**src/rtl/regular_grid_trace_index_macros.svh**
```systemverilog
// Assertion macros shared by the trace index block.
// Each macro expects clk to be visible where it is used; the first two also use rst_n.
`ifndef REGULAR_GRID_TRACE_INDEX_MACROS_SVH
`define REGULAR_GRID_TRACE_INDEX_MACROS_SVH

// Same-cycle implication, ignored while reset is applied.
`define RGTI_ASSERT_IMP(lbl, ante, cons, msg) \
  lbl: assert property (@(posedge clk) disable iff (!rst_n) (ante) |-> (cons)) \
    else $error(msg);

// Next-cycle implication, ignored while reset is applied.
`define RGTI_ASSERT_NXT(lbl, ante, cons, msg) \
  lbl: assert property (@(posedge clk) disable iff (!rst_n) (ante) |=> (cons)) \
    else $error(msg);

// Next-cycle implication that also covers the reset itself.
`define RGTI_ASSERT_RST(lbl, ante, cons, msg) \
  lbl: assert property (@(posedge clk) (ante) |=> (cons)) \
    else $error(msg);

`endif

```
**src/rtl/rgti_pkg.sv**
```systemverilog
// Shared types and constants of the regular grid trace index block.
// No dependencies; every module of the block imports this package.
package rgti_pkg;

  localparam int TRACE_W    = 64;
  localparam int OUT_LINE_W = 32;
  localparam int CFG_W      = 32;
  localparam int CFG_IDX_W  = 2;
  localparam int TDATA_W    = TRACE_W + 2 * OUT_LINE_W;
  localparam int INLINE_LSB = TRACE_W;
  localparam int CROSS_LSB  = TRACE_W + OUT_LINE_W;

  // Conversion direction carried in tuser of the input channel.
  localparam logic KIND_TO_LINES = 1'b0;
  localparam logic KIND_TO_TRACE = 1'b1;

  typedef enum logic [CFG_IDX_W-1:0] {
    CFG_FIRST_INLINE    = 2'd0,
    CFG_LAST_INLINE     = 2'd1,
    CFG_FIRST_CROSSLINE = 2'd2,
    CFG_LAST_CROSSLINE  = 2'd3
  } cfg_idx_t;

  // Control that travels with each item through the pipeline.
  typedef struct packed {
    logic valid;
    logic kind;
    logic ok;
  } ctl_t;

  // One finished result: tuser holds valid_res.
  typedef struct packed {
    logic [TDATA_W-1:0] tdata;
    logic               tuser;
  } res_t;

endpackage

```
**src/rtl/rgti_front.sv**
```systemverilog
// Front stages: input capture, range checks and the line pair to trace product.
// Depends on rgti_pkg.
module rgti_front #(
  parameter int LINE_BITS = 32
) (
  input  logic                         clk,
  input  logic                         rst_n,
  input  logic                         en,
  input  logic                         in_valid,
  input  logic                         in_kind,
  input  logic [rgti_pkg::TRACE_W-1:0] in_trace,
  input  logic [LINE_BITS-1:0]         in_il,
  input  logic [LINE_BITS-1:0]         in_xl,
  input  logic [LINE_BITS-1:0]         first_il,
  input  logic [LINE_BITS-1:0]         last_il,
  input  logic [LINE_BITS-1:0]         first_xl,
  input  logic [LINE_BITS-1:0]         last_xl,
  input  logic [LINE_BITS-1:0]         wm1,
  input  logic                         empty,
  output rgti_pkg::ctl_t               ctl_o,
  output logic [rgti_pkg::TRACE_W-1:0] work_o
);
  import rgti_pkg::*;

  localparam int PROD_W = 2 * LINE_BITS;

  ctl_t                 a_ctl_r, a_ctl_nxt;
  logic [TRACE_W-1:0]   a_trace_r;
  logic [LINE_BITS-1:0] a_il_r, a_xl_r;

  ctl_t                 b_ctl_r, b_ctl_nxt;
  logic [TRACE_W-1:0]   b_trace_r;
  logic [LINE_BITS-1:0] b_di_r, b_dx_r;
  logic                 in_rng;

  ctl_t                 c_ctl_r;
  logic [TRACE_W-1:0]   c_trace_r;
  logic [PROD_W-1:0]    c_prod_r, c_prod_nxt;
  logic [LINE_BITS:0]   c_sum_r, c_sum_nxt;

  ctl_t                 d_ctl_r;
  logic [TRACE_W-1:0]   d_work_r, d_work_nxt;

  always_comb begin
    a_ctl_nxt.valid = in_valid;
    a_ctl_nxt.kind  = in_kind;
    a_ctl_nxt.ok    = 1'b0;
  end

  assign in_rng = (a_il_r >= first_il) && (a_il_r <= last_il) &&
                  (a_xl_r >= first_xl) && (a_xl_r <= last_xl);

  always_comb begin
    b_ctl_nxt.valid = a_ctl_r.valid;
    b_ctl_nxt.kind  = a_ctl_r.kind;
    b_ctl_nxt.ok    = !empty && ((a_ctl_r.kind == KIND_TO_LINES) || in_rng);
  end

  // The grid width is wm1 + 1, so the product splits into d_i * wm1 + d_i.
  assign c_prod_nxt = b_di_r * wm1;
  assign c_sum_nxt  = {1'b0, b_di_r} + {1'b0, b_dx_r};

  always_comb begin
    if (c_ctl_r.kind == KIND_TO_TRACE) begin
      d_work_nxt = TRACE_W'(c_prod_r + PROD_W'(c_sum_r));
    end else begin
      d_work_nxt = c_trace_r;
    end
  end

  always_ff @(posedge clk) begin
    if (!rst_n) begin
      a_ctl_r <= '0;
      b_ctl_r <= '0;
      c_ctl_r <= '0;
      d_ctl_r <= '0;
    end else if (en) begin
      a_ctl_r <= a_ctl_nxt;
      b_ctl_r <= b_ctl_nxt;
      c_ctl_r <= b_ctl_r;
      d_ctl_r <= c_ctl_r;
    end
  end

  always_ff @(posedge clk) begin
    if (en) begin
      a_trace_r <= in_trace;
      a_il_r    <= in_il;
      a_xl_r    <= in_xl;
      b_trace_r <= a_trace_r;
      b_di_r    <= a_il_r - first_il;
      b_dx_r    <= a_xl_r - first_xl;
      c_trace_r <= b_trace_r;
      c_prod_r  <= c_prod_nxt;
      c_sum_r   <= c_sum_nxt;
      d_work_r  <= d_work_nxt;
    end
  end

  assign ctl_o  = d_ctl_r;
  assign work_o = d_work_r;

endmodule

```
**config.mk**
```make
export PLATFORM = sky130hd
export DESIGN_NAME = rgti_front
export DESIGN_NICKNAME = d
export VERILOG_FILES = /design/src/rtl/regular_grid_trace_index_macros.svh /design/src/rtl/rgti_pkg.sv /design/src/rtl/rgti_front.sv
export SDC_FILE = /design/constraint.sdc
export NUM_CORES = 2
export LEC_CHECK = 0
export BUFFER_PORTS_ARGS = -buffer_cell sky130_fd_sc_hd__buf_2
export CAP_MARGIN = 20
export CORE_ASPECT_RATIO = 0.8
export CORE_MARGIN = 10
export CORE_UTILIZATION = 48
export CTS_CLUSTER_SIZE = 16
export DETAILED_ROUTE_END_ITERATION = 6
export PLACE_DENSITY_LB_ADDON = 0.25
export SLEW_MARGIN = 0
export SYNTH_ARGS = -nofsm -noshare
export SYNTH_HDL_FRONTEND = slang
export SYNTH_SLANG_ARGS = --single-unit
```
**constraint.sdc**
```tcl
create_clock -name clk -period 21.1 [get_ports clk]
set_input_delay 4.22 -clock clk [delete_from_list [all_inputs] [get_ports clk]]
set_output_delay 4.22 -clock clk [all_outputs]
set_load 0.02 [all_outputs]
```
==> impl_metrics.env <==
export IMPL_status="completed"
export IMPL_ys_seq_area_share_pct=25.4
export IMPL_synthSimpleGateAreaFrac_pct=13.8
export IMPL_ant_nets=0
export IMPL_synth_async_sr_flop_share_pct=0
export IMPL_grt_pass1_vias=41385
export IMPL_die_y_um=330
export IMPL_finish_utilization_pct=52.7
export IMPL_grt_max_degree=158
export IMPL_drc=0
export IMPL_synthFlopType="edfxtp_1"
export IMPL_drt_iter0_drc=3637
export IMPL_vias=39968
export IMPL_ios=361
export IMPL_grt_total_usage_pct=23.5
export IMPL_overflow=0
export IMPL_antenna_found_initial=18
export IMPL_arrival_ps=11990
export IMPL_final_cell_area_mm2=0.0627
export IMPL_final_common_cell="inv_1"
export IMPL_drt_pre_antenna_iters=6
export IMPL_finalCritPeriodShare_pct=54.9
export IMPL_synth_top_family_by_area="adder cells"
export IMPL_cp_end_kind="flip-flop"
export IMPL_synth_edf_count=481
export IMPL_synth_compound_area_share_pct=7.56
export IMPL_worstMarginPinSlew_ps=1030
export IMPL_synth_mux_area_share_pct=0.889
export IMPL_finalSetupViolCount=0
export IMPL_cts_hold_buf=0
export IMPL_post_cts_buffers=0
export IMPL_ys_warnings_count=0
export IMPL_slew_headroom_pct=31.6
export IMPL_htree_levels=2
export IMPL_post_place_ws_ps=8910
export IMPL_cts_root_buf="clkbuf_16"
export IMPL_cp_max_fo=32
export IMPL_synthDistinctLibCells=86
export IMPL_tritoncts="built"
export IMPL_avgViaCountPerCell=5.37
export IMPL_port_buffers=360
export IMPL_synthXorXnorAreaFrac_pct=2.94
export IMPL_clkTransAtPathRegs_ps=60
export IMPL_maxSlewViolCount=0
export IMPL_final_nets=7436
export IMPL_syn_inst=5571
export IMPL_maxCapViolations=0
export IMPL_cts_sink_count=492
export IMPL_finalClockSkew_ps=46.3
export IMPL_syn_area_mm2=0.0577
export IMPL_required_ps=21490
export IMPL_start_util_pct=48.5
export IMPL_clock_path_buffers=3
export IMPL_fp_row_count=113
export IMPL_ys_seq_elements=492
export IMPL_hold_violations=0
export IMPL_drive_above_1_share_pct=9.40
export IMPL_synthAdderAreaFrac_pct=41.1
export IMPL_rsz0062_at_grt="false"
export IMPL_clk_latency_ps=650
export IMPL_crit_type="input pin to flip-flop"
export IMPL_cts_buffers=53
export IMPL_max_freq_ghz=0.0863
export IMPL_start_kind="input pin"
export IMPL_syn_area_per_cell_um2=10.4
export IMPL_hold_path_class="flip-flop to flip-flop"
export IMPL_coreArea_mm2=0.119
export IMPL_wire_per_inst_um=21.3
export IMPL_wl_um=159000
export IMPL_setup_ws_ps=9510
export IMPL_syn_nets=7221
export IMPL_layout_min_cycle_time_ps=11590
export IMPL_dpl_hpwl_um=120000
export IMPL_setup_tns_ps=0
export IMPL_dieArea_mm2=0.135
export IMPL_gp_congestion=0.911
export IMPL_grt_pass1_wl_um=246000
export IMPL_cts_resized_gates=0
export IMPL_layout_common_cells="1029 x inv_1, 900 x fa_1, 596 x and2_1, 536 x nand2_1, 481 x edfxtp_1"
export IMPL_place_area_mm2=0.0609
export IMPL_die_w_um=408
export IMPL_area_growth_pct=8.65
-- worst paths after layout --
kind / startpoint / end / slack, ps / cells after the start
worst max register to register: b_di_r[20] / c_prod_r[50] / 12830 / 23
worst max-delay path: wm1[8] / c_prod_r[39] / 9510 / 26
worst min register to register: a_trace_r[10] / b_trace_r[10] / 390 / 0
worst min-delay path: a_trace_r[10] / b_trace_r[10] / 390 / 0
-- worst max-delay path, cell delays in order --
cell,delay (ps)
buf_2,570
nand2_1,170
fa_1,450
inv_1,80
fa_1,430
fa_1,530
inv_1,100
fa_1,490
inv_1,50
fa_1,490
inv_1,50
fa_1,520
inv_1,50
fa_1,490
fa_1,420
ha_1,380
a21oi_1,250
o211ai_1,140
a221oi_1,380
o22ai_1,230
and3b_1,340
o21bai_1,80
a21o_1,210
a221o_1,370
a311oi_1,330
xnor2_1,110
-- stage by stage --
| step | hold WS, ps | cells |
|---|---|---|
| floorplan | 400 | 5571 |
| global placement | 400 | 7341 |
| detailed placement | 405 | 7341 |
| CTS | 370 | 7437 |
| global route | 400 | 7441 |
| finish | 387 | 7443 |
-- state kept, by name, summed over array words and instances, names as in the netlist --
signal and flops:
a_trace_r 64, b_trace_r 64, c_prod_r 64, c_trace_r 64, work_o 64, c_sum_r 33
a_il_r 32, a_xl_r 32, b_di_r 32, b_dx_r 32, b_ctl_r 3, c_ctl_r 3
ctl_o 3, a_ctl_r 2
-- kinds of logic (layout without fill, tap and decap cells) --
kind of cell             after synthesis  after routing
AO/OA/AOI/OAI                        655            655
XOR/XNOR                             194            194
adder cells (fa/ha/maj)             1356           1356
buffers and inverters               1268           1524
flip-flops                           492            492
multiplexers                          47             47
other                                  0              6
AND/OR/NAND/NOR                     1559           1559
-- cells in the mapped netlist, types with 4 or more instances --
cell type / number / area [µm²]
o22ai_1: 7 / 43.8
nand4_1: 32 / 200
nor3_1: 26 / 130
a21o_1: 100 / 751
or3_1: 4 / 25.0
edfxtp_1: 481 / 14400
fa_1: 900 / 18000
xor2_1: 61 / 534
a2111oi_1: 5 / 50.1
and2_1: 596 / 3730
o31ai_1: 8 / 60.1
a41oi_1: 5 / 43.8
nor4_1: 10 / 62.6
ha_1: 456 / 5710
nand2b_1: 32 / 200
and3_1: 26 / 163
o211ai_1: 15 / 113
o21ai_0: 96 / 480
o221ai_1: 6 / 52.6
inv_1: 1029 / 3860
a21oi_1: 221 / 1110
a211o_1: 11 / 96.3
nand3b_1: 4 / 30.0
mux2i_1: 16 / 160
nor2_1: 157 / 589
mux2_2: 29 / 327
and4_1: 7 / 61.3
a211oi_1: 25 / 188
nand3_1: 69 / 345
nor2b_1: 38 / 238
clkbuf_1: 230 / 863
a31oi_1: 25 / 156
a21boi_0: 7 / 52.6
o21bai_1: 28 / 210
a311oi_1: 4 / 35.0
nand2_1: 536 / 2010
xnor2_1: 133 / 1160
o21a_1: 30 / 225
dfxtp_1: 11 / 220
o21ai_1: 7 / 35.0
or2_2: 7 / 43.8
o2111ai_1: 4 / 35.0
-- layer usage --
metal | vias to the layer above | GRT usage [%] | part of all wire [%]
li1 | 18141 | - | -
met1 | 20001 | 34.6 | 45
met2 | 1641 | 33.8 | 41
met3 | 167 | 8.17 | 12
met4 | 18 | 3.93 | 1.5
met5 | - | 0 | 0.069
-- cell type report --
class	instances	area, µm²
timing repair buffer	399	2120
antenna	6	15.0
tap	1610	2010
inverter	1029	3860
fill	10607	56400
clock buffer	59	1350
sequential	492	14700
clock inverter	37	409
multi-input combinational	3811	38300
Power is not shown: default switching activity piles up to over one toggle a cycle in this logic, so the estimate is an artifact.
