<file path="src/rtl/regular_grid_trace_index_macros.svh">
// Assertion macros shared by the trace index block.
// Each macro expects clk to be visible where it is used; the first two also use rst_n.
`ifndef REGULAR_GRID_TRACE_INDEX_MACROS_SVH
`define REGULAR_GRID_TRACE_INDEX_MACROS_SVH

// Same-cycle implication, ignored while reset is applied.
`define RGTI_ASSERT_IMP(lbl, ante, cons, msg) \
  lbl: assert property (@(posedge clk) disable iff (!rst_n) (ante) |-> (cons)) \
    else $error(msg);

// Next-cycle implication, ignored while reset is applied.
`define RGTI_ASSERT_NXT(lbl, ante, cons, msg) \
  lbl: assert property (@(posedge clk) disable iff (!rst_n) (ante) |=> (cons)) \
    else $error(msg);

// Next-cycle implication that also covers the reset itself.
`define RGTI_ASSERT_RST(lbl, ante, cons, msg) \
  lbl: assert property (@(posedge clk) (ante) |=> (cons)) \
    else $error(msg);

`endif

</file>
<file path="src/rtl/rgti_pkg.sv">
// Shared types and constants of the regular grid trace index block.
// No dependencies; every module of the block imports this package.
package rgti_pkg;

  localparam int TRACE_W    = 64;
  localparam int OUT_LINE_W = 32;
  localparam int CFG_W      = 32;
  localparam int CFG_IDX_W  = 2;
  localparam int TDATA_W    = TRACE_W + 2 * OUT_LINE_W;
  localparam int INLINE_LSB = TRACE_W;
  localparam int CROSS_LSB  = TRACE_W + OUT_LINE_W;

  // Conversion direction carried in tuser of the input channel.
  localparam logic KIND_TO_LINES = 1'b0;
  localparam logic KIND_TO_TRACE = 1'b1;

  typedef enum logic [CFG_IDX_W-1:0] {
    CFG_FIRST_INLINE    = 2'd0,
    CFG_LAST_INLINE     = 2'd1,
    CFG_FIRST_CROSSLINE = 2'd2,
    CFG_LAST_CROSSLINE  = 2'd3
  } cfg_idx_t;

  // Control that travels with each item through the pipeline.
  typedef struct packed {
    logic valid;
    logic kind;
    logic ok;
  } ctl_t;

  // One finished result: tuser holds valid_res.
  typedef struct packed {
    logic [TDATA_W-1:0] tdata;
    logic               tuser;
  } res_t;

endpackage

</file>
<file path="src/rtl/rgti_div_step.sv">
// One restoring division step: produces one quotient bit per stage.
// Depends on rgti_pkg. Items converting line pairs pass through unchanged.
module rgti_div_step #(
  parameter int LINE_BITS = 32
) (
  input  logic                         clk,
  input  logic                         rst_n,
  input  logic                         en,
  input  logic [LINE_BITS:0]           w,
  input  rgti_pkg::ctl_t               ctl_i,
  input  logic [rgti_pkg::TRACE_W-1:0] work_i,
  input  logic [LINE_BITS-1:0]         rem_i,
  output rgti_pkg::ctl_t               ctl_o,
  output logic [rgti_pkg::TRACE_W-1:0] work_o,
  output logic [LINE_BITS-1:0]         rem_o
);
  import rgti_pkg::*;

  ctl_t                 ctl_r;
  logic [TRACE_W-1:0]   work_r, work_nxt;
  logic [LINE_BITS-1:0] rem_r, rem_nxt;
  logic [LINE_BITS:0]   sh, diff;
  logic                 ge;

  // The work word shifts dividend bits out at the top and quotient bits in
  // at the bottom. The remainder stays below w, so one subtract suffices.
  assign sh   = {rem_i, work_i[TRACE_W-1]};
  assign ge   = (sh >= w);
  assign diff = sh - w;

  always_comb begin
    if (ctl_i.kind == KIND_TO_LINES) begin
      work_nxt = {work_i[TRACE_W-2:0], ge};
      rem_nxt  = ge ? diff[LINE_BITS-1:0] : sh[LINE_BITS-1:0];
    end else begin
      work_nxt = work_i;
      rem_nxt  = rem_i;
    end
  end

  always_ff @(posedge clk) begin
    if (!rst_n) begin
      ctl_r <= '0;
    end else if (en) begin
      ctl_r <= ctl_i;
    end
  end

  always_ff @(posedge clk) begin
    if (en) begin
      work_r <= work_nxt;
      rem_r  <= rem_nxt;
    end
  end

  assign ctl_o  = ctl_r;
  assign work_o = work_r;
  assign rem_o  = rem_r;

endmodule

</file>
<file path="config.mk">
export PLATFORM = sky130hd
export DESIGN_NAME = rgti_div_step
export DESIGN_NICKNAME = d
export VERILOG_FILES = /design/src/rtl/regular_grid_trace_index_macros.svh /design/src/rtl/rgti_pkg.sv /design/src/rtl/rgti_div_step.sv
export SDC_FILE = /design/constraint.sdc
export NUM_CORES = 1
export LEC_CHECK = 0
export BUFFER_PORTS_ARGS = -buffer_cell sky130_fd_sc_hd__buf_2
export CORE_ASPECT_RATIO = 0.75
export CORE_MARGIN = 4
export CORE_UTILIZATION = 46
export CTS_CLUSTER_SIZE = 30
export DETAILED_ROUTE_END_ITERATION = 10
export GPL_TIMING_DRIVEN = 0
export PLACE_DENSITY = 0.78
export SYNTH_ARGS = -nofsm -noshare
export SYNTH_HDL_FRONTEND = slang
export SYNTH_SLANG_ARGS = --single-unit
</file>
<file path="constraint.sdc">
create_clock -name clk -period 2.5 [get_ports clk]
set_clock_uncertainty 0.1 [all_clocks]
set_input_delay 0.125 -clock clk [delete_from_list [all_inputs] [get_ports clk]]
set_output_delay 0.125 -clock clk [all_outputs]
set_load 0.03 [all_outputs]
</file>
==> qor.txt, run 1 <==
Slowest-stage cell, CP: a221oi_4
Multi-input logic area: 0.00330 mm²
WP data required: 2.49 ns
Run status: complete, but fails checks
PD cells: 586 mW/mm²
Final hold violations: 0
Setup slack, reg-to-reg: 1.25 ns
Cts bufs inserted: 9
Flops & latches, synth: 99
MaxCap Viol Count: 0
Synth warnings: 0
Largest family of logic cells by synthesized area: compound AO/OA/AOI/OAI gates
Simple logic cell fraction of the synthesized area: 0.123
DP Wirelength: 14400 µm
Post-Synth Adder-Cell Area: 0.0672
Routed len/inst: 17.7 µm
Layout Cell Area excl Fill: 0.00876 mm²
Vias in the first global route: 5530
Die area: 0.0160 mm²
Grt ovf: 0
Startpoint Class: primary input
CP cell instances: buf_8 > inv_4 > ha_4 > inv_2 > fa_2 > a21o_1 > a221oi_4 > or4_4 > nand3_4 > a31oi_4 > o21bai_1 > xor2_1 > a221o_1
IO Pins: 234
CTS clk-pin slew, worst paths: 0.08 ns
Rows: 37
CTS tree: built
Port-buffer cells: 232
Chip height: 110 µm
Residual DRC count: 0
Antenna violations before repair: 3
Clock sinks: 99
Max Fanout on Critical Path: 5
Effective utilization at floorplan: 0.470
Crit-path max cell delay: 0.37 ns
H-tree levels: 3
Setup WS post-layout: -0.0396 ns
Syn nets: 772
Async set or reset register ratio after synthesis: 0
Min Tclk post-route: 2.54 ns
ANT nets after route: 0
Fill cell count: 1132
Worst Setup End Kind: flip-flop
Final worst-path cycle share: 1.02
Xor/xnor cell area share of the yosys netlist: 0.0326
Most frequent cells in the layout: buf_2, edfxtp_1, mux2_2
Fmax: 394 MHz
Clk_lat worst skew: 0.34 ns
FF+latch area: 0.00294 mm²
Worst-Margin Slew: 0.711 ns
Hold Startpoint: work_i[40]
Peak supply drop: 0.382 mV
Vias after detailed routing: 5770
Hold depth: 2
CP arrival: 2.53 ns
Placement Cell Area: 0.00789 mm²
CP bufs+invs: 3
Overall power: 0.00513 W
Layout area overhead: 36.0%
Failing checks: setup timing
# nets final: 1062
Drt first pass iters: 5
Largest net degree at the start of global routing: 74
Mux cell area share after synthesis: 0.128
Unrepaired setup endpoints after global routing: true
Worst Hold Path EP: work_o[40]
Gp weighted congestion: 0.924
Endpoints failing setup: 1
Die Span X: 145 µm
Core ar.: 0.0137 mm²
Reg2Reg Depth: 3
Syn avg cell area: 10.7 µm²
Slew Viols, Final: 0
Layout cells sized above 1: 0.422
Pleak: 3.86 nW
Initial DRC count: 400
Relative slew slack: 0.526
CP top delay family: compound AO/OA/AOI/OAI gates
CTS max path bufs: 2
Root Driver: clkbuf_16
Number of flops mapped to enable cells by yosys: 96
First-pass GRT wire length: 29200 µm
Hold Crit Class: primary input to flip-flop
Crit Reg-Reg Endpoint: ctl_o[2]
Sequential share of the synthesized area: 0.457
Total Wirelength: 19100 µm
Most common library cell in the layout ignoring fill and taps: buf_2
Synthesized instance count: 603
Synth Cell Area: 0.00644 mm²
Netlist cell types: 60
Vias per cell: 5.37
Compound-Gate Fraction of Synth Area: 0.138
RR Startpoint: ctl_o[2]
WS Path Type: primary input to flip-flop
Primary FF master, synth: edfxtp_1
All-Layer GR Usage: 0.229
repair_timing:
| action | 4_1_cts | 5_1_grt |
|---|---|---|
| pin swaps | 2 | 18 |
| hold buffers | 32 | 2 |
| setup buffers | 1 | 11 |
| endpoints found under the setup margin | 8 | 32 |
| hold endpoints to repair | 28 | 2 |
| gates cloned | 0 | 1 |
| gates resized for setup | 2 | 30 |
sequential cells by signal (all words and copies together), names as in the netlist:
register  flops
rem_o        32
ctl_o         3
work_o       64
synthesized netlist by cell type (all sizes together), types with 2 or more instances:
cell type / number / share of area
edfxtp: 96 / 0.45
mux2: 65 / 0.11
a2bb2oi: 5 / 0.0068
o2bb2ai: 3 / 0.0041
buf: 17 / 0.019
o211ai: 5 / 0.0058
xnor2: 13 / 0.018
and2: 2 / 0.0021
ha: 33 / 0.064
a221o: 3 / 0.0047
nor2b: 8 / 0.0078
dfxtp: 3 / 0.0093
xor2: 11 / 0.015
o2111ai: 4 / 0.0054
inv: 47 / 0.027
o21bai: 4 / 0.0052
o21ai: 29 / 0.024
nand4: 10 / 0.0097
nand3: 18 / 0.014
and3: 6 / 0.0058
nor3: 13 / 0.010
a21o: 11 / 0.013
or2: 2 / 0.0019
a31oi: 18 / 0.020
nor4: 2 / 0.0019
clkbuf: 11 / 0.0080
nor2: 37 / 0.022
or3: 4 / 0.0041
or4: 2 / 0.0023
and4: 2 / 0.0027
mux2i: 9 / 0.014
a22oi: 2 / 0.0023
nand2: 59 / 0.034
a21oi: 31 / 0.028
o21a: 7 / 0.0082
where the power goes:
group          internal [W]  switching (W)  leakage [nW]  total (W)
clock              0.000706       0.000685         0.144    0.00139
sequential          0.00202      0.0000398         0.965    0.00206
combinational      0.000656        0.00103          2.75    0.00168
kinds of logic (layout without fill, tap and decap cells):
kind of cell	after synthesis	after routing
xor gates and xnor gates	24	24
adders and majority gates	34	34
muxes	74	74
DFF	99	99
buffers and inverters	75	370
and+or+nand+nor	168	168
AOI/OAI and AO/OA	129	129
other	0	2
per-stage QoR:
step | setup slack (ns) | util | TNS (ns) | hold slack, ns | instances
6_report | -0.0396 | 0.639 | -0.0396 | 0.00825 | 1075
5_1_grt | -0.0932 | 0.639 | -0.272 | 0.00117 | 1075
4_1_cts | -0.000992 | 0.622 | -0.000992 | 0.000248 | 1059
3_5_place_dp | -0.495 | 0.576 | -10.97 | 0.300 | 1011
3_3_place_gp | -0.473 | 0.573 | -9.94 | 0.286 | 1010
2_1_floorplan | -0.0251 | - | -0.0251 | 0.137 | 603
worst max path at each step:
stage / to / slack [ns] / startpoint / cells after the start
floorplan: rem_o[26] / -0.03 / work_i[63] / 12
global placement: rem_o[26] / -0.47 / work_i[63] / 13
detailed placement: rem_o[26] / -0.49 / work_i[63] / 13
CTS: rem_o[26] / -0.001 / work_i[63] / 13
global route: rem_o[26] / -0.09 / work_i[63] / 13
finish: rem_o[26] / -0.04 / work_i[63] / 13
layout make-up:
class                   count  area share
inverters                  47      0.0204
plain buffers              27      0.0207
clock buffers               9      0.0257
clock inverters             7     0.00814
repair buffers            280       0.187
well taps                 175      0.0250
diodes                      2    0.000571
multi-input cells         429       0.376
flip-flops and latches     99       0.336
metal layers:
layer,vias to the layer above,track usage,part of all wire
li1,2814,-,-
met1,2694,0.324,0.44
met2,237,0.369,0.48
met3,23,0.0390,0.071
met4,2,0.0485,0.016
met5,-,0,0.00068
(Power assumes the default switching activity.)
==> run 2, diff against run 1 <==
--- a/config.mk
+++ b/config.mk
@@ -13,6 +13,7 @@
 export DETAILED_ROUTE_END_ITERATION = 10
 export GPL_TIMING_DRIVEN = 0
 export PLACE_DENSITY = 0.78
+export SLEW_MARGIN = 5
 export SYNTH_ARGS = -nofsm -noshare
 export SYNTH_HDL_FRONTEND = slang
 export SYNTH_SLANG_ARGS = --single-unit
==> constraint.sdc (replaced) <==
create_clock -name clk -period 2.28 [get_ports clk]
set_clock_uncertainty 0.1 [all_clocks]
set_input_delay 0.114 -clock clk [delete_from_list [all_inputs] [get_ports clk]]
set_output_delay 0.114 -clock clk [all_outputs]
set_load 0.03 [all_outputs]
==> run 2 against run 1 <==
The run still ends with setup timing left. Critical endpoint is now rem_o[13]. Clock power is 14% higher. Largest cell class unchanged. Combinational power is 39% higher. Cell area is 16% higher. Critical path depth stayed put. Hold slack worse by 0.0018 ns. Highest routed layer unchanged. Count of clock-buffer cells in the layout stayed put.
==> qor.txt, run 2 (synthesized netlist as in run 1, its figures left out) <==
Relative slew slack: 0.462 (-0.0635)
Grt ovf: 0 (unchanged)
Min Tclk post-route: 2.43 ns
Worst Hold Path EP: work_o[12]
Worst Setup End Kind: flip-flop
Drt first pass iters: 5 (unchanged)
Die area: 0.0160 mm² (unchanged)
Pleak: 4.33 nW (+12%)
First-pass GRT wire length: 33400 µm (+14%)
Layout area overhead: 58.5%
Overall power: 0.00617 W (+20%)
Die Span X: 145 µm (unchanged)
Worst-Margin Slew: 0.806 ns (+0.0952 ns)
CTS tree: built
Pre-CTS setup slack: -0.776 ns (-0.281 ns)
Vias per cell: 5.59 (+4.1%)
Met2 Track Usage GR: 0.438 (+0.0694)
Vias in the first global route: 6329 (+14%)
Hold depth: 2 (unchanged)
WP data required: 2.34 ns (-0.15 ns)
Max Fanout on Critical Path: 7 (+2)
PD cells: 605 mW/mm² (+3.2%)
Unrepaired setup endpoints after global routing: true
Final worst-path cycle share: 1.06
Hold Crit Class: primary input to flip-flop
Run status: complete, but fails checks
Most frequent cells in the layout: buf_2, edfxtp_1, dlygate4sd3_1
WS Path Type: primary input to flip-flop
Reg2Reg Depth: 3 (unchanged)
FF+latch area: 0.00294 mm² (unchanged)
Total Wirelength: 23300 µm (+22%)
CTS max path bufs: 2 (unchanged)
Crit Reg-Reg Endpoint: ctl_o[0]
H-tree levels: 3 (unchanged)
Port-buffer cells: 232 (unchanged)
Layout cells sized above 1: 0.489 (+0.0666)
Core ar.: 0.0137 mm² (unchanged)
Number of flip-flops under the largest register name: 64 (unchanged)
Hold Startpoint: work_i[11]
Vias after detailed routing: 6441 (+12%)
Antenna violations before repair: 7 (+4)
Fill cell count: 906 (-20%)
GR Util met1: 0.345 (+0.0209)
Residual DRC count: 0 (unchanged)
DP Wirelength: 14900 µm (+3.8%)
Rows: 37 (unchanged)
RR Startpoint: ctl_o[0]
Gr busiest metal: met2
Clock sinks: 99 (unchanged)
Largest net degree at the start of global routing: 58 (-22%)
Initial DRC count: 471 (+18%)
MaxCap Viol Count: 0 (unchanged)
All-Layer GR Usage: 0.266 (+0.0371)
# nets final: 1136 (+7.0%)
Startpoint Class: primary input
Cts bufs inserted: 9 (unchanged)
CP arrival: 2.48 ns (-0.05 ns)
Most common library cell in the layout ignoring fill and taps: buf_2
Endpoints failing setup: 13 (+12)
Clk_lat worst skew: 0.35 ns (about the same)
Setup WS post-layout: -0.145 ns (-0.106 ns)
Gp weighted congestion: 0.911 (-1.4%)
Failing checks: setup timing
Multi-input logic area: 0.00379 mm² (+15%)
Chip height: 110 µm (unchanged)
Final hold violations: 0 (unchanged)
ANT nets after route: 0 (unchanged)
Slew Viols, Final: 0 (unchanged)
Peak supply drop: 0.399 mV (+4.4%)
IO Pins: 234 (unchanged)
Fmax: 412 MHz
Routed len/inst: 20.2 µm (+14%)
Setup slack, reg-to-reg: 1.01 ns (-0.24 ns)
Met3 GRT Util: 0.0498 (+0.0108)
CTS clk-pin slew, worst paths: 0.08 ns (about the same)
Root Driver: clkbuf_16
Effective utilization at floorplan: 0.470 (unchanged)
## run 2: cell types whose count changed in the layout (fill, tap and decap cells not counted), moves of 6 or more
cell / change
buf_2: -15
nand2_4: +6
nand2_1: -19
nand3_1: -6
buf_6: +9
nand3_2: +6
ha_4: +16
dlygate4sd3_1: +55
inv_1: -6
a21oi_1: -9
buf_4: +14
a21oi_2: +9
nand2_2: +13
ha_1: -19
## run 2: metal layers
metal | wire, µm | vias to the layer above | share of wire
li1 | - | 2970 | -
met1 | 9430 | 3115 | 0.40
met2 | 11500 | 295 | 0.49
met3 | 1660 | 59 | 0.071
met4 | 689 | 2 | 0.030
met5 | 13 | - | 0.00056
## run 2: critical path: stages
cell	delay, ns
buf_8	0.10
ha_4	0.23
a21o_1	0.18
a21o_1	0.16
a21oi_2	0.15
nand2_2	0.09
or3_4	0.43
buf_6	0.14
o21ai_4	0.20
buf_12	0.19
clkbuf_16	0.17
nand2_2	0.05
a31oi_1	0.26
## run 2: worst max-delay path by stage
stage / end / startpoint / cells past startpoint
2_1_floorplan: rem_o[26] / work_i[63] / 12
3_3_place_gp: rem_o[26] / work_i[63] / 13
3_5_place_dp: rem_o[26] / work_i[63] / 13
4_1_cts: rem_o[26] / work_i[63] / 13
5_1_grt: rem_o[26] / work_i[63] / 13
6_report: rem_o[13] / rem_i[29] / 13
## run 2: layout make-up
cell class              count  area share
diodes                      6     0.00147
clock inverters             7     0.00748
clock buffers               9      0.0221
well taps                 175      0.0215
flip-flops and latches     99       0.288
multi-input cells         429       0.371
inverters                  47      0.0195
repair buffers            358       0.250
plain buffers              23      0.0184
## run 2: what timing repair did
item	in CTS	in global routing
hold buffers	87	2
cloned	1	3
resized for setup	18	137
endpoints found under the hold margin	66	2
pin swaps	13	67
endpoints found under the setup margin	31	33
setup buffers	7	25
## run 2: through the flow
step	area [µm²]	instances	hold slack [ns]	utilization	TNS [ns]
6_report	10200	1153	0.00648	0.745	-0.619
5_1_grt	10200	1153	0.00222	0.745	-2.31
3_3_place_gp	8010	1010	0.251	0.584	-17.19
2_1_floorplan	6630	603	0.126	-	-0.944
4_1_cts	9370	1122	0.00146	0.684	-0.0991
3_5_place_dp	8040	1011	0.261	0.587	-15.41
## run 2: power breakdown
part	internal, W	total (W)	switching [W]	leakage (nW)
combinational	0.00102	0.00233	0.00131	3.21
sequential	0.00221	0.00226	0.0000504	0.965
clock	0.000781	0.00158	0.000796	0.148
