===== config.mk =====
export PLATFORM = sky130hd
export DESIGN_NAME = rgti_finish
export DESIGN_NICKNAME = d
export VERILOG_FILES = /design/src/rtl/regular_grid_trace_index_macros.svh /design/src/rtl/rgti_pkg.sv /design/src/rtl/rgti_finish.sv
export SDC_FILE = /design/constraint.sdc
export NUM_CORES = 1
export LEC_CHECK = 0
export BUFFER_PORTS_ARGS = -buffer_cell sky130_fd_sc_hd__buf_2
export CAP_MARGIN = 10
export CORE_UTILIZATION = 48
export DETAILED_ROUTE_END_ITERATION = 12
export PLACE_DENSITY = 0.78
export SETUP_SLACK_MARGIN = 0.4
export SLEW_MARGIN = 10
export SYNTH_ARGS = -nofsm -noshare
export SYNTH_HDL_FRONTEND = slang
export SYNTH_SLANG_ARGS = --single-unit

===== constraint.sdc =====
create_clock -name clk -period 3.4 [get_ports clk]
set_clock_uncertainty 0.2 [all_clocks]
set_input_delay 0.17 -clock clk [delete_from_list [all_inputs] [get_ports clk]]
set_output_delay 0.17 -clock clk [all_outputs]
set_load 0.02 [all_outputs]

===== src/rtl/regular_grid_trace_index_macros.svh =====
// Assertion macros shared by the trace index block.
// Each macro expects clk to be visible where it is used; the first two also use rst_n.
`ifndef REGULAR_GRID_TRACE_INDEX_MACROS_SVH
`define REGULAR_GRID_TRACE_INDEX_MACROS_SVH

// Same-cycle implication, ignored while reset is applied.
`define RGTI_ASSERT_IMP(lbl, ante, cons, msg) \
  lbl: assert property (@(posedge clk) disable iff (!rst_n) (ante) |-> (cons)) \
    else $error(msg);

// Next-cycle implication, ignored while reset is applied.
`define RGTI_ASSERT_NXT(lbl, ante, cons, msg) \
  lbl: assert property (@(posedge clk) disable iff (!rst_n) (ante) |=> (cons)) \
    else $error(msg);

// Next-cycle implication that also covers the reset itself.
`define RGTI_ASSERT_RST(lbl, ante, cons, msg) \
  lbl: assert property (@(posedge clk) (ante) |=> (cons)) \
    else $error(msg);

`endif


===== src/rtl/rgti_pkg.sv =====
// Shared types and constants of the regular grid trace index block.
// No dependencies; every module of the block imports this package.
package rgti_pkg;

  localparam int TRACE_W    = 64;
  localparam int OUT_LINE_W = 32;
  localparam int CFG_W      = 32;
  localparam int CFG_IDX_W  = 2;
  localparam int TDATA_W    = TRACE_W + 2 * OUT_LINE_W;
  localparam int INLINE_LSB = TRACE_W;
  localparam int CROSS_LSB  = TRACE_W + OUT_LINE_W;

  // Conversion direction carried in tuser of the input channel.
  localparam logic KIND_TO_LINES = 1'b0;
  localparam logic KIND_TO_TRACE = 1'b1;

  typedef enum logic [CFG_IDX_W-1:0] {
    CFG_FIRST_INLINE    = 2'd0,
    CFG_LAST_INLINE     = 2'd1,
    CFG_FIRST_CROSSLINE = 2'd2,
    CFG_LAST_CROSSLINE  = 2'd3
  } cfg_idx_t;

  // Control that travels with each item through the pipeline.
  typedef struct packed {
    logic valid;
    logic kind;
    logic ok;
  } ctl_t;

  // One finished result: tuser holds valid_res.
  typedef struct packed {
    logic [TDATA_W-1:0] tdata;
    logic               tuser;
  } res_t;

endpackage


===== src/rtl/rgti_finish.sv =====
// Final stage: inline count check, line offsets and result formatting.
// Depends on rgti_pkg.
module rgti_finish #(
  parameter int LINE_BITS = 32
) (
  input  logic                         clk,
  input  logic                         rst_n,
  input  logic                         en,
  input  rgti_pkg::ctl_t               ctl_i,
  input  logic [rgti_pkg::TRACE_W-1:0] work_i,
  input  logic [LINE_BITS-1:0]         rem_i,
  input  logic [LINE_BITS-1:0]         first_il,
  input  logic [LINE_BITS-1:0]         first_xl,
  input  logic [LINE_BITS-1:0]         lim_il,
  output logic                         valid_o,
  output rgti_pkg::res_t               res_o
);
  import rgti_pkg::*;

  logic                 valid_r;
  res_t                 res_r, res_nxt;
  logic                 q_fits;
  logic [LINE_BITS-1:0] il_sum, xl_sum;

  // For trace items the work word holds the quotient by the grid width.
  assign q_fits = (work_i[TRACE_W-1:LINE_BITS] == '0) &&
                  (work_i[LINE_BITS-1:0] <= lim_il);
  assign il_sum = first_il + work_i[LINE_BITS-1:0];
  assign xl_sum = first_xl + rem_i;

  always_comb begin
    res_nxt = '0;
    if (ctl_i.kind == KIND_TO_LINES) begin
      if (ctl_i.ok && q_fits) begin
        res_nxt.tuser = 1'b1;
        res_nxt.tdata[INLINE_LSB +: OUT_LINE_W] = OUT_LINE_W'(il_sum);
        res_nxt.tdata[CROSS_LSB +: OUT_LINE_W]  = OUT_LINE_W'(xl_sum);
      end
    end else begin
      if (ctl_i.ok) begin
        res_nxt.tuser = 1'b1;
        res_nxt.tdata[TRACE_W-1:0] = work_i;
      end
    end
  end

  always_ff @(posedge clk) begin
    if (!rst_n) begin
      valid_r <= 1'b0;
    end else if (en) begin
      valid_r <= ctl_i.valid;
    end
  end

  always_ff @(posedge clk) begin
    if (en) begin
      res_r <= res_nxt;
    end
  end

  assign valid_o = valid_r;
  assign res_o   = res_r;

endmodule


==> Implementation_results.wiki, run 1 <==
{| class="wikitable"
! Metric !! Value
|-
| Worst hold path depth || 3
|-
| Total length of routed wires || 27000 µm
|-
| RSZ-0062 raised after global routing || true
|-
| Path depth of the worst reg2reg path || 3
|-
| Register-to-Register Setup Slack || 2.02 ns
|-
| Vert. Die Dim || roughly 140 µm
|-
| R2R Path Start || valid_o
|-
| Worst setup timing slack at the placement stage || 0.0743 ns
|-
| Total die area || ~19000 µm²
|-
| Overall overflow remaining after global route || 0
|-
| Library cell with the largest summed area after synthesis || sky130_fd_sc_hd__edfxtp_1
|-
| Max Buffers Root-to-Sink || 2
|-
| Top-Level Pins || between 300 and 400
|-
| Die Width || approximately 140 µm
|-
| GRT Total Usage || approximately 29%
|-
| Netlist Area Pre-Place || 8700 µm²
|-
| Result of the run || finished clean
|-
| Placeable core region || around 17000 µm²
|-
| Critical Path AT || ~2.9 ns
|-
| Maximum vdd ir drop || around 0.00035 V
|-
| Start point of the worst min-delay path || first_il[0]
|-
| Post-route worst setup slack || around 0.47 ns
|-
| Max Freq || 342 MHz
|-
| Count of placed standard cells including taps || approximately 1300
|-
| 1st-pass router iterations || 5
|-
| Total of flip-flops plus latches after synthesis || 130
|-
| Final standard cell area without fillers || about 12000 µm²
|-
| Post-Route Utilization || between 60% and 70%
|-
| Leakage power || 5.70 nW
|-
| Average wire per cell in the routed design || 18.6 µm
|-
| Area share of the largest cell type after synthesis || 44.5%
|-
| Min-Delay Endpoint || res_o[65]
|-
| Post-layout nets || around 1500
|-
| Post-synth EDFFs || 129
|-
| Instance area after placement || between 10000 and 15000 µm²
|-
| Sequential cell area fraction in the yosys report || approximately 45%
|-
| Crit-path max FO || 4
|-
| Top_reg_cell synth || sky130_fd_sc_hd__edfxtp_1
|-
| Post-Synthesis Mean Instance Area || 10.7 µm²
|-
| Layout overhead on the synthesized area || 37.6%
|-
| Most used standard cell by instance count after synthesis || sky130_fd_sc_hd__edfxtp_1
|-
| Power density over the cells || about 430 nW/µm²
|-
| Initial Util || between 40% and 50%
|-
| Clock-pin transition on the worst setup and hold timing paths || around 0.06 ns
|-
| Number of buffer cells added on primary ports || between 300 and 400
|-
| Vias after detailed routing || between 8000 and 9000
|-
| R2r endpoint || valid_o
|-
| Half-perimeter wire length after detailed placement || 19900 µm
|-
| Synth async-reset ratio || 0%
|-
| Data required time of the critical path || approximately 3.4 ns
|-
| Number of endpoints failing setup at the final stage || 0
|-
| Crit. End Element || register
|-
| Post-Route Setup TNS || 0 ns
|-
| Clk Latency, worst-skew pair || a little over 0.4 ns
|-
| Post-route minimum period || ~3 ns
|-
| Startpoint kind of the worst setup timing path || input pin
|-
| Leading cell types by count after synthesis || 129 x sky130_fd_sc_hd__edfxtp_1, 94 x sky130_fd_sc_hd__ha_1, 71 x sky130_fd_sc_hd__nor2_1
|-
| Placer's final routability congestion estimate || around 0.96
|-
| Fill cell total of the finished layout || between 1000 and 1500
|-
| Number of cells produced by synthesis || 811
|-
| CTS tree || done
|-
| Number of warnings reported in the yosys synthesis log || 0
|-
| Number of antenna violations at the first check in global routing || 6
|-
| Non-Filler Instances || 1452
|-
| Pin count of the biggest net entering global routing || roughly 80
|-
| Ratio of cells with drive above 1 in the final layout || 33.2%
|-
| Unique masters post-synth || 73
|-
| Number of vias per cell after detailed routing || around 5.6
|-
| H-Tree Level Count || 4
|-
| Relative slew margins || between 40% and 50%
|-
| Critical path start-end classification || in2reg
|-
| First-pass GRT wire length || approximately 40000 µm
|-
| Worst Tran Pin Value || a little under 0.8 ns
|-
| Final antenna-violating net count || 0
|-
| Main area contributors after synthesis || sky130_fd_sc_hd__edfxtp_1 45%, sky130_fd_sc_hd__ha_1 14%, sky130_fd_sc_hd__and3_1 4.8%
|-
| Number of maximum-capacitance constraint violations || 0
|-
| Iter 0 DRT Violations || 438
|-
| Number of nets in the synthesized netlist || between 1000 and 1500
|-
| Hold Fails Final Rpt || 0
|-
| Vias in the first global route || between 7000 and 8000
|-
| Number of rows created at floorplan || 48
|-
| Period utilisation layout || 86.1%
|-
| Number of design rule violations left after detail routing || 0
|-
| Total clock sinks || 130
|-
| Number of buffers created by CTS || 17
|-
| Number of max-slew violations in the final report || 0
|-
| Class of the tightest hold or removal check || in2reg
|-
| CTS root buffer || sky130_fd_sc_hd__clkbuf_16
|}
[flip-flops by register name (all words and copies together), names as in the netlist]
signal and count:
res_o 129, valid_o 1
[logic make-up after synthesis]
logic type               Yosys count  share of synthesized area [%]
flip-flops                       130                           44.7
adder cells (fa/ha/maj)           96                           14.0
multiplexers                       1                          0.115
buffers and inverters             72                           3.31
XOR/XNOR                          49                           4.93
AO/OA/AOI/OAI                    207                           16.9
AND/OR/NAND/NOR                  256                           16.1
[routing by layer]
layer | GRT usage [%] | part of all wire [%] | up-vias
li1 | - | - | 3856
met1 | 33.6 | 38 | 3748
met5 | 0 | 0 | -
met2 | 48.2 | 49 | 421
met3 | 7.33 | 8.7 | 75
met4 | 14.9 | 3.7 | 0
[metrics by stage]
stage	hold WS (ns)	total power [mW]
3_3_place_gp	0.188	3.07
6_report	0.0170	5.17
4_1_cts	0.0217	5.14
3_5_place_dp	0.195	3.09
5_1_grt	0.0260	5.36
2_1_floorplan	0.0825	2.67
[worst max path at each step]
stage                    start    endpoint  cells after the start
CTS                 work_i[62]  res_o[121]                     10
global route         work_i[3]   res_o[81]                     12
finish               work_i[3]   res_o[81]                     12
global placement      rem_i[0]  res_o[127]                     13
detailed placement    rem_i[0]  res_o[127]                     13
floorplan             rem_i[0]  res_o[127]                     12
[area by class of cell]
| cell class | count | area [µm²] | share of cell area (%) |
|---|---|---|---|
| Clock inverter | 12 | 180 | 1.50 |
| Timing Repair Buffer | 401 | 2380 | 19.8 |
| Clock buffer | 20 | 457 | 3.81 |
| Tap cell | 225 | 282 | 2.35 |
| Inverter | 49 | 184 | 1.54 |
| Sequential cell | 130 | 3890 | 32.5 |
| Antenna cell | 6 | 15.0 | 0.125 |
| Multi-Input combinational cell | 609 | 4590 | 38.3 |
[critical path, stage by stage]
cell and delay [ns]:
sky130_fd_sc_hd__dlygate4sd3_1 0.56, sky130_fd_sc_hd__buf_2 0.17, sky130_fd_sc_hd__ha_1 0.35, sky130_fd_sc_hd__o21a_1 0.19, sky130_fd_sc_hd__o31a_1 0.14, sky130_fd_sc_hd__o31a_2 0.40, sky130_fd_sc_hd__a21oi_2 0.19, sky130_fd_sc_hd__o21ai_1 0.12
sky130_fd_sc_hd__a21o_1 0.20, sky130_fd_sc_hd__a21oi_1 0.16, sky130_fd_sc_hd__xor2_1 0.16, sky130_fd_sc_hd__nor2_1 0.05
[placed cells by master, fill, tap and decap left out, types with 7 or more instances in the layout]
cell type | Yosys | final
sky130_fd_sc_hd__a211oi_1 | 11 | 10
sky130_fd_sc_hd__a21o_1 | 52 | 52
sky130_fd_sc_hd__a21oi_1 | 55 | 54
sky130_fd_sc_hd__and3_1 | 67 | 67
sky130_fd_sc_hd__buf_2 | 5 | 326
sky130_fd_sc_hd__buf_4 | 1 | 7
sky130_fd_sc_hd__clkbuf_16 | 0 | 17
sky130_fd_sc_hd__dlygate4sd3_1 | 0 | 66
sky130_fd_sc_hd__edfxtp_1 | 129 | 129
sky130_fd_sc_hd__ha_1 | 94 | 92
sky130_fd_sc_hd__inv_1 | 49 | 49
sky130_fd_sc_hd__nand2_1 | 31 | 31
sky130_fd_sc_hd__nand2b_1 | 9 | 9
sky130_fd_sc_hd__nand3_1 | 8 | 8
sky130_fd_sc_hd__nand4_1 | 13 | 13
sky130_fd_sc_hd__nor2_1 | 71 | 70
sky130_fd_sc_hd__nor2b_1 | 10 | 10
sky130_fd_sc_hd__nor4_1 | 10 | 9
sky130_fd_sc_hd__o21ai_0 | 24 | 23
sky130_fd_sc_hd__o21ai_1 | 10 | 9
sky130_fd_sc_hd__o21bai_1 | 11 | 11
sky130_fd_sc_hd__xnor2_1 | 26 | 26
sky130_fd_sc_hd__xor2_1 | 23 | 23
[power breakdown]
group | internal, mW | leakage [nW] | total [mW] | switching (mW)
Sequential | 1.86 | 1.24 | 1.89 | 0.0281
Clock | 1.27 | 0.307 | 2.01 | 0.735
Combinational | 0.541 | 4.16 | 1.27 | 0.730
[timing repair]
| item | in CTS | in global routing |
|---|---|---|
| resized for setup | 0 | 14 |
| hold buffers | 66 | 0 |
| setup buffers | 0 | 1 |
| endpoints found under the hold margin | 65 | 0 |
| setup endpoints to repair | 0 | 20 |
No activity file was read; power rests on OpenSTA's default activity.
==> run 2, diff against run 1 <==
--- a/config.mk
+++ b/config.mk
@@ -7,11 +7,12 @@
 export LEC_CHECK = 0
 export BUFFER_PORTS_ARGS = -buffer_cell sky130_fd_sc_hd__buf_2
 export CAP_MARGIN = 10
-export CORE_UTILIZATION = 48
+export CELL_PAD_IN_SITES_DETAIL_PLACEMENT = 1
+export CELL_PAD_IN_SITES_GLOBAL_PLACEMENT = 1
+export CORE_UTILIZATION = 38
 export DETAILED_ROUTE_END_ITERATION = 12
-export PLACE_DENSITY = 0.78
+export PLACE_DENSITY_LB_ADDON = 0.1
 export SETUP_SLACK_MARGIN = 0.4
-export SLEW_MARGIN = 10
 export SYNTH_ARGS = -nofsm -noshare
 export SYNTH_HDL_FRONTEND = slang
 export SYNTH_SLANG_ARGS = --single-unit
==> Implementation_results.wiki, run 2 (synthesis gave the netlist of run 1 again) <==
{| class="wikitable"
! Metric !! Value
|-
| Metal2 WL || 14600 µm
|-
| Max FFs per register || about 130
|-
| Leakage power || between 5 and 6 nW
|-
| Number of buffer cells added on primary ports || ~330
|-
| Placer's final routability congestion estimate || 0.868
|-
| Half-perimeter wire length after detailed placement || ~22000 µm
|-
| Share of total power consumed by net switching || between 20% and 30%
|-
| Pin count of the biggest net entering global routing || between 70 and 80
|-
| 1st-pass router iterations || 5
|-
| Clock-pin transition on the worst setup and hold timing paths || approximately 0.070 ns
|-
| Average wire per cell in the routed design || just under 20 µm
|-
| Overall overflow remaining after global route || 0
|-
| Relative slew margins || roughly 65%
|-
| CP Launch Point || work_i[22]
|-
| Crit-path max FO || 16
|-
| Top-Level Pins || ~330
|-
| Post-Route Utilization || a little over half
|-
| Number of rows created at floorplan || 55
|-
| Final antenna-violating net count || 0
|-
| Register-to-Register Setup Slack || between 2 and 2.5 ns
|-
| H-Tree Level Count || 4
|-
| Period utilisation layout || between 80% and 90%
|-
| Placeable core region || between 20000 and 25000 µm²
|-
| First-pass GRT wire length || 45100 µm
|-
| CTS root buffer || sky130_fd_sc_hd__clkbuf_16
|-
| Non-Filler Instances || roughly 1500
|-
| Hold Fails Final Rpt || 0
|-
| Max Buffers Root-to-Sink || 2
|-
| Switching pwr || between 1.5 and 2 mW
|-
| Clk Latency, worst-skew pair || between 0.4 and 0.5 ns
|-
| Crit. End Element || register
|-
| Delay of the slowest cell on the worst path || roughly 0.55 ns
|-
| CTS tree || done
|-
| Internal power of the cells || approximately 3.6 mW
|-
| Path depth of the worst reg2reg path || 3
|-
| Number of buffers created by CTS || 17
|-
| Number of antenna violations at the first check in global routing || 3
|-
| Post-Route Setup TNS || 0 ns
|-
| Initial Util || about two fifths
|-
| Critical Path AT || roughly 2.9 ns
|-
| Slowest cell on crit path || sky130_fd_sc_hd__dlygate4sd3_1
|-
| Worst hold path depth || 4
|-
| Met3 wirelength from detailed routing || 2110 µm
|-
| Count of placed standard cells including taps || around 1400
|-
| Total die area || between 20000 and 25000 µm²
|-
| Clock share of power || between 30% and 40%
|-
| PnR Total Power || 5.17 mW
|-
| Total clock sinks || 130
|-
| Class of the tightest hold or removal check || in2reg
|-
| Critical path start-end classification || in2reg
|-
| Result of the run || finished clean
|-
| RSZ-0062 raised after global routing || false
|-
| R2R Path Start || valid_o
|-
| Number of maximum-capacitance constraint violations || 0
|-
| Maximum vdd ir drop || between 0.0002 and 0.0003 V
|-
| Data required time of the critical path || between 3 and 4 ns
|-
| Ratio of cells with drive above 1 in the final layout || 33.3%
|-
| Post-route minimum period || approximately 2.9 ns
|-
| Comb pwr share || between 20% and 30%
|-
| Power density over the cells || ~430 nW/µm²
|-
| Capturing instance or port of the critical path || res_o[121]
|-
| Length of routed wiring on met1 || 12200 µm
|-
| Startpoint kind of the worst setup timing path || input pin
|-
| Worst Tran Pin Value || 0.525 ns
|-
| Relative contribution of sequential cells to total power || 36.6%
|-
| Cell occurring most often along the worst timing path || sky130_fd_sc_hd__a21o_1
|-
| Number of max-slew violations in the final report || 0
|-
| GRT Total Usage || 24.9%
|-
| Total length of routed wires || between 20000 and 30000 µm
|-
| Cells along the critical path || dlygate4sd3_1 > buf_2 > ha_1 > a21o_1 > a21o_1 > a221o_1 > a21oi_2 > o21ai_0 > nand2_2 > nand2_4 > buf_16 > nor4bb_1
|-
| R2r endpoint || valid_o
|-
| Commonest non-fill, non-tap cells in the layout || 326 x sky130_fd_sc_hd__buf_2, 129 x sky130_fd_sc_hd__edfxtp_1, 93 x sky130_fd_sc_hd__ha_1, 70 x sky130_fd_sc_hd__nor2_1, 68 x sky130_fd_sc_hd__dlygate4sd3_1
|-
| Vias in the first global route || 8435
|-
| Vert. Die Dim || between 150 and 200 µm
|-
| Hold Worst Slack || between 0.01 and 0.015 ns
|-
| Layout overhead on the synthesized area || 39.6%
|-
| Iter 0 DRT Violations || around 400
|-
| Vias after detailed routing || ~8100
|-
| Die Width || 153 µm
|-
| Commonest non-fill, non-tap cell in the layout || sky130_fd_sc_hd__buf_2
|-
| Number of endpoints failing setup at the final stage || 0
|-
| Number of design rule violations left after detail routing || 0
|-
| Uppermost metal layer occupied by signal nets || met5
|-
| Number of vias per cell after detailed routing || ~5.3
|-
| Post-layout nets || 1511
|-
| Max Freq || 346 MHz
|}
## run 2: worst min-delay path by stage
stage                            start          to  slack (ns)
final                     first_xl[31]  res_o[128]        0.01
after global routing      first_xl[31]  res_o[128]        0.02
after CTS                 first_xl[31]  res_o[128]       0.003
after detailed placement         rst_n     valid_o        0.20
after global placement           rst_n     valid_o        0.18
after floorplan                     en    res_o[0]        0.08
## run 2: timing repair
action / in CTS / in global routing
endpoints found under the hold margin: 87 / 0
setup endpoints to repair: 0 / 62
resized for setup: 0 / 12
setup buffers: 0 / 4
hold buffers: 68 / 0
## run 2: layout make-up
type | count | area [µm²]
timing repair buffer | 410 | 2510
tap | 285 | 357
fill | 2573 | 10400
multi-input combinational | 609 | 4570
sequential | 130 | 3890
antenna | 2 | 5.00
clock inverter | 14 | 203
inverter | 49 | 184
clock buffer | 18 | 429
## run 2: per-layer routing
layer,up-vias,track usage [%]
met3,56,6.27
li1,3879,-
met2,309,43.3
met4,2,10.6
met5,-,0
met1,3864,29.2
## run 2: through the flow
| stage | worst slack [ns] | cell area [µm²] |
|---|---|---|
| finish | 0.511 | 12100 |
| global route | 0.418 | 12100 |
| CTS | 0.408 | 12000 |
| detailed placement | 0.161 | 10700 |
| global placement | 0.240 | 10700 |
| floorplan | 0.653 | 8700 |
## run 2: power groups by stage
stage | Sequential, mW | Clock [mW] | Combinational (mW)
3_5_place_dp | 1.92 | 0 | 1.19
2_1_floorplan | 2.05 | 0 | 0.620
5_1_grt | 1.90 | 2.08 | 1.41
4_1_cts | 1.89 | 2.03 | 1.27
3_3_place_gp | 1.92 | 0 | 1.18
6_report | 1.89 | 1.99 | 1.29
## run 2: critical path, delay by kind of cell
kind	cells	cell delay, ns
AO/OA/AOI/OAI	5	1.02
adder cells (fa/ha/maj)	1	0.32
buffers and inverters	3	0.90
AND/OR/NAND/NOR	3	0.52
